**src/rtl/scm_pkg.sv**
```systemverilog
`timescale 1ns / 1ps
`default_nettype none

package scm_pkg;

	localparam logic [1:0] FUNC_LOAD    = 2'd0;
	localparam logic [1:0] FUNC_NONZERO = 2'd1;
	localparam logic [1:0] FUNC_ROW_END = 2'd2;

	localparam logic signed [63:0] SUM_MAX = 64'sh7FFF_FFFF_FFFF_FFFF;
	localparam logic signed [63:0] SUM_MIN = 64'sh8000_0000_0000_0000;

	typedef struct packed {
		logic [1:0]         func;
		logic [9:0]         index;
		logic signed [31:0] value;
	} item_t;

	typedef struct packed {
		logic [15:0]        row;
		logic signed [63:0] row_sum;
		logic               saturated;
	} result_t;

	typedef struct packed {
		logic               valid;
		logic [1:0]         func;
		logic signed [31:0] value;
		logic               in_range;
	} stage_t;

endpackage

`default_nettype wire

```
**src/rtl/scm_mac.sv**
```systemverilog
`timescale 1ns / 1ps
`default_nettype none

module scm_mac #(
	parameter int ROW_COUNT_WIDTH = 16
) (
	input  wire logic              clk,
	input  wire logic              arst_n,
	input  wire logic              advance,
	input  wire scm_pkg::stage_t   s1,
	input  wire logic [31:0]       x_s1,
	output logic                   blocked,
	output logic                   result_valid,
	output scm_pkg::result_t       result,
	input  wire logic              result_stall
);

	logic                       valid_s2;
	logic [1:0]                 func_s2;
	logic signed [63:0]         prod_s2;
	logic signed [63:0]         acc_q;
	logic                       sat_q;
	logic [ROW_COUNT_WIDTH-1:0] row_cnt_q;
	logic                       result_valid_q;
	scm_pkg::result_t           result_q;

	logic signed [31:0] x_eff;
	logic signed [63:0] prod;
	logic signed [63:0] sum;
	logic               ovf;
	logic signed [63:0] acc_next;
	logic               retire_end;

	assign x_eff = s1.in_range ? signed'(x_s1) : 32'sd0;
	assign prod  = s1.value * x_eff;

	assign sum      = acc_q + prod_s2;
	assign ovf      = (acc_q[63] == prod_s2[63]) && (sum[63] != acc_q[63]);
	assign acc_next = ovf ? (acc_q[63] ? scm_pkg::SUM_MIN : scm_pkg::SUM_MAX) : sum;

	assign blocked    = valid_s2 && (func_s2 == scm_pkg::FUNC_ROW_END) &&
		result_valid_q && result_stall;
	assign retire_end = advance && valid_s2 && (func_s2 == scm_pkg::FUNC_ROW_END);

	always_ff @(posedge clk) begin
		if (advance) begin
			func_s2 <= s1.func;
			prod_s2 <= prod;
		end
		if (retire_end) begin
			result_q.row       <= 16'(row_cnt_q);
			result_q.row_sum   <= acc_q;
			result_q.saturated <= sat_q;
		end
	end

	always_ff @(posedge clk or negedge arst_n) begin
		if (!arst_n) begin
			valid_s2       <= 1'b0;
			acc_q          <= '0;
			sat_q          <= 1'b0;
			row_cnt_q      <= '0;
			result_valid_q <= 1'b0;
		end else begin
			if (advance) begin
				valid_s2 <= s1.valid;
				if (valid_s2) begin
					case (func_s2)
						scm_pkg::FUNC_NONZERO: begin
							acc_q <= acc_next;
							if (ovf) begin
								sat_q <= 1'b1;
							end
						end
						scm_pkg::FUNC_ROW_END: begin
							acc_q     <= '0;
							sat_q     <= 1'b0;
							row_cnt_q <= row_cnt_q + 1'b1;
						end
						default: begin
						end
					endcase
				end
			end
			if (retire_end) begin
				result_valid_q <= 1'b1;
			end else if (!result_stall) begin
				result_valid_q <= 1'b0;
			end
		end
	end

	assign result_valid = result_valid_q;
	assign result       = result_q;

endmodule

`default_nettype wire

```
**config.mk**
```make
export PLATFORM = sky130hd
export DESIGN_NAME = scm_mac
export DESIGN_NICKNAME = d
export VERILOG_FILES = /design/src/rtl/scm_pkg.sv /design/src/rtl/scm_mac.sv
export SDC_FILE = /design/constraint.sdc
export NUM_CORES = 2
export LEC_CHECK = 0
export BUFFER_PORTS_ARGS = -buffer_cell sky130_fd_sc_hd__buf_4
export CORE_AREA = 2 2 333 269
export CTS_BUF_LIST = sky130_fd_sc_hd__clkbuf_8
export DETAILED_ROUTE_END_ITERATION = 7
export DIE_AREA = 0 0 335 271
export GPL_TIMING_DRIVEN = 0
export PLACE_DENSITY = 0.72
export SYNTH_ARGS = -nofsm -noshare
export SYNTH_HDL_FRONTEND = slang
export SYNTH_SLANG_ARGS = --single-unit
```
**constraint.sdc**
```tcl
create_clock -name clk -period 12.6 [get_ports clk]
set_input_delay 2.52 -clock clk [delete_from_list [all_inputs] [get_ports clk]]
set_output_delay 2.52 -clock clk [all_outputs]
set_load 0.05 [all_outputs]
```
== Word-level counts from Yosys, hierarchy flattened ==
Cells that the tools add are included.

* Word-level logic and storage cells: 37
* Output and inout bits: 83
* Flip-flop bits (word level): 230
* Input port bits: 72

* Muxes and demuxes: 8
* Equality and inequality tests: 6
* Reductions and logical operators: 10
* Add/subtract/negate cells: 2
* $mul: 1

{| class="wikitable"
|+ Operators with widths
! operator !! number
|-
| 2-to-1 mux 64 bit || 2
|-
| case mux 64 bit (2 select lines) || 1
|-
| adder 64 bit || 1
|-
| multiplier 32 x 32 -> 64 bit || 1
|-
| 2-to-1 mux 32 bit || 1
|-
| adder 16 x 1 -> 16 bit (second input constant) || 1
|-
| logical AND 1 bit || 6
|-
| AND reduction 3 bit || 2
|-
| AND reduction 4 bit || 1
|-
| 2-to-1 mux 1 bit || 3
|-
| == test 2 x 1 -> 1 bit (second input constant) || 1
|-
| == test 2 bit (second input constant) || 1
|-
| != test 2 x 1 -> 1 bit (second input constant) || 1
|-
| != test 2 bit (second input constant) || 1
|-
| case mux 1 bit (2 select lines) || 1
|-
| nonzero test 2 bit || 1
|-
| == test 1 bit || 1
|-
| != test 1 bit || 1
|}

== Logic depth before layout (Yosys ltp) ==
* Depth in word-level cells: 5
* Depth in mapped cells: 32
* Mapped depth without buffers: 29

== Worst setup path after synthesis ==
No wires, ideal clock.

* Path kind: input port to flip-flop
* Start point: in s1[0] in the netlist's numbering
* End point: reg prod_s2[62] (data pin)
* Data arrival time: 10.248 ns
* Setup time: 0.129 ns
* Path slack: 2.223 ns
* Required time: 12.471 ns
* Cell stages on the path: 27
* Cells stage by stage: clkbuf_1 -> clkbuf_1 -> clkbuf_1 -> and3_1 -> fa_1 -> inv_1 -> fa_1 -> fa_1 -> inv_1 -> fa_1 -> inv_1 -> fa_1 -> inv_1 -> fa_1 -> inv_1 -> fa_1 -> inv_1 -> fa_1 -> ha_1 -> a21o_1 -> a21o_1 -> a21oi_1 -> nor3b_1 -> a21oi_2 -> a41o_1 -> nor4b_1 -> a211o_1

* Cells in the longest elaborated chain, start to end: 2

{| class="wikitable"
|+ RTL lines
! what !! RTL line !! source
|-
| start, declared || scm_mac.sv:10 || <nowiki>input wire scm_pkg::stage_t s1,</nowiki>
|-
| 2-to-1 mux 32 bit || scm_mac.sv:34 || <nowiki>assign x_eff = s1.in_range ? signed'(x_s1) : 32'sd0;</nowiki>
|-
| multiplier 32 x 32 -> 64 bit || scm_mac.sv:35 || <nowiki>assign prod = s1.value * x_eff;</nowiki>
|-
| net prod[62] || scm_mac.sv:28 || <nowiki>logic signed [63:0] prod;</nowiki>
|-
| end signal, assigned || scm_mac.sv:48 || <nowiki>prod_s2 <= prod;</nowiki>
|-
| end, declared || scm_mac.sv:20 || <nowiki>logic signed [63:0] prod_s2;</nowiki>
|}

The timed path passes the listed nets, and every way through them passes these cells.
A chain may end at the register's enable or synchronous reset.

== Final worst setup path ==
Same ends and word-level chain as after synthesis.

==> results.cfg <==
[place]
port_buffers = 154
dp_hpwl_um = 172900
place_inst = 6258
globalplace.congestion = 1.101
pre_cts_ws_ps = -1534

[status]
violations = max-capacitance violations, max-slew violations, negative setup slack
status = complete, but fails checks

[timing]
finalSetupViolations = 1
max-slew-margin-rel_pct = -7.910
worst_pin_slew_ps = 1619
setup_tns_ps = -70.79
post-route-min-period_ps = 12670
worst_slack_ps = -70.79
hold_viol_final = 0
fin_crit_sh_pct = 100.6
rsz0062_at_grt = yes
clock.fmax_mhz = 78.92
fin_skew_ps = 20.04
slew_viol_final = 35

[clock_tree]
insertion_delay_ps = 560
clk_path_buf_depth = 3
cts_tree = yes
cts_root_buf = clkbuf_8
h-tree-depth = 2
cts.sinks = 230
cts-buffers-inserted = 38
clk_pin_slew_worst_paths_ps = 60

[layout]
layout.nets = 6561
fin_util_pct = 58.89
multi_input_area_um2 = 36360
area_growth_pct = 7.394
final_cells = 6373
drive_gt1_share_pct = 5.149
regArea_um2 = 6491
fillers = 7609

[route]
drt_wl_total_um = 211200
drc = 0
vias_per_cell = 6.331
drt_iter0_markers = 5710
drt-wirelength-per-cell_um = 33.13
ant_nets = 0
first_pass_iters = 6
vias = 40350

[setup_path]
worstSetupPathType = primary input to flop
worstPathRequired_ps = 12890
critical-path-top-delay-family = adder cells
path_buf_inv = 7
cp.arrival_ps = 12960
end_kind = flop
cp_common_cell = fa_1
critPathMaxStageDelay_ps = 1060
cp-start-kind = primary input
cp_slowest_cell = fa_1
crit_fanout = 10

[global_routing]
grt_pass1_wl_um = 294800
grt-ovfl-total = 0
grt_max_degree = 84
grtUsageTotal_pct = 47.09
grt_pass1_vias = 40475
antenna_found_initial = 50

[logic_synthesis]
syn_nets = 6370
synth_area_um2 = 47790
synth_warnings = 0
synth.avg_cell_area_um2 = 9.625
ys_types = 67
async_flop_share_pct = 36.09
synth_area_leaders = fa_1 (45%), edfxtp_1 (9.2%), inv_1 (7.9%)
ys_ff_latch = 230
synthFlopType = edfxtp_1
yosysMostFrequentCell = fa_1
synthTopCellsByCount = fa_1 (1083), inv_1 (1011), nand2_1 (679)
seq_area_frac_synth_pct = 13.58
synth-edff-count = 147
synth_cells = 4965
synth_top_cell_by_area = fa_1
yosysTopAreaCellShare_pct = 45.37

[floorplanning]
die_area_um2 = 90790
die_w_um = 335
start_util_pct = 54.84
pin_count = 155
fp-row-count = 97
core-area_um2 = 87140
die_y_um = 271

[flow_run]
max_cap_violations = 3

[worst_hold_path]
hold_class = flop to flop
[registers in the layout, indices dropped and copies added, names as in the netlist]
register,count
result_valid,1
sat_q,1
acc_q,64
func_s2,2
result,81
row_cnt_q,16
prod_s2,64
valid_s2,1
[repair_timing]
action,4_1_cts,5_1_grt
gates cloned,0,0
setup buffers,0,0
gates resized for setup,4,40
hold buffers,0,0
pin swaps,0,0
endpoints found under the setup margin,19,12
[path summary, 6_finish.rpt]
path / from / to / slack [ps] / depth (start not counted)
hold / removal: acc_q[63] / result[64] / 460 / 0
max in group asynchronous: arst_n / acc_q[56] / 9640 / 1
hold reg to reg: acc_q[63] / result[64] / 460 / 0
setup reg to reg: acc_q[24] / acc_q[54] / 7870 / 14
setup / recovery: s1[0] / prod_s2[62] / -70 / 28
min in group asynchronous: arst_n / acc_q[8] / 2160 / 1
[stage by stage]
| stage | hold slack [ps] | cell area [um^2] |
|---|---|---|
| floorplan | 423.1 | 47790 |
| global placement | 430.0 | 50370 |
| detailed placement | 448.2 | 50400 |
| CTS | 460.6 | 51180 |
| global route | 485.3 | 51240 |
| finish | 459.5 | 51320 |
[cell families (layout without fill, tap and decap cells)]
group           count (synthesis)  count (layout)  synth area share [%]
mux                             3               3               0.07069
other cells                     0              50                     0
simple gates                 1459            1459                 15.01
compound gates                479             479                 6.417
flops                         230             230                 13.58
xor+xnor                      145             145                 2.657
fa+ha+maj                    1333            1333                 51.91
buf+inv                      1316            1536                 10.34
[routing by layer]
layer | GRT usage [%] | routed length (um) | up-vias
met4 | 21.31 | 12560 | 30
met2 | 62.68 | 81860 | 3236
met1 | 63.52 | 80380 | 20558
met3 | 23.18 | 35220 | 712
met5 | 8.404 | 1147 | -
li1 | - | - | 15814
[layout make-up]
cell class                      count  share of cell area [%]
Multi-Input combinational cell   3419                   70.85
Timing Repair Buffer              155                   2.306
Tap cell                         1138                   2.774
Sequential cell                   230                   12.65
Antenna cell                       50                  0.2438
Buffer                            301                   2.260
Clock buffer                       45                   1.207
Inverter                         1011                   7.394
Clock inverter                     24                  0.3169
[placed cells by master, fill, tap and decap left out, types with 6 or more instances in the layout]
| master | synthesis | routed |
|---|---|---|
| inv_1 | 1011 | 1025 |
| edfxtp_1 | 147 | 147 |
| nor3_1 | 19 | 19 |
| o21a_1 | 14 | 14 |
| fa_1 | 1083 | 1083 |
| o21bai_1 | 23 | 23 |
| diode_2 | 0 | 50 |
| a31oi_1 | 15 | 15 |
| xor2_1 | 47 | 47 |
| a221oi_1 | 6 | 6 |
| nor2b_1 | 13 | 13 |
| xnor2_1 | 98 | 98 |
| and3_1 | 522 | 522 |
| o21ai_1 | 14 | 13 |
| and2_1 | 37 | 34 |
| a221o_1 | 6 | 6 |
| or2_2 | 16 | 16 |
| o21ai_0 | 120 | 120 |
| clkbuf_8 | 0 | 45 |
| ha_1 | 250 | 250 |
| nor2_1 | 88 | 88 |
| dfrtp_1 | 83 | 83 |
| nand3_1 | 29 | 29 |
| nand2b_1 | 10 | 10 |
| o211ai_1 | 12 | 12 |
| buf_4 | 0 | 154 |
| a21oi_1 | 131 | 131 |
| clkbuf_1 | 300 | 277 |
| a21o_1 | 70 | 70 |
| a211oi_1 | 13 | 13 |
| clkbuf_2 | 0 | 18 |
| nand2_1 | 679 | 679 |
| a211o_1 | 6 | 6 |
| nand4_1 | 27 | 27 |
Power is left out: the tool's default activity adds up to more than one toggle a clock period on the data nets, which glitch-free logic cannot reach.
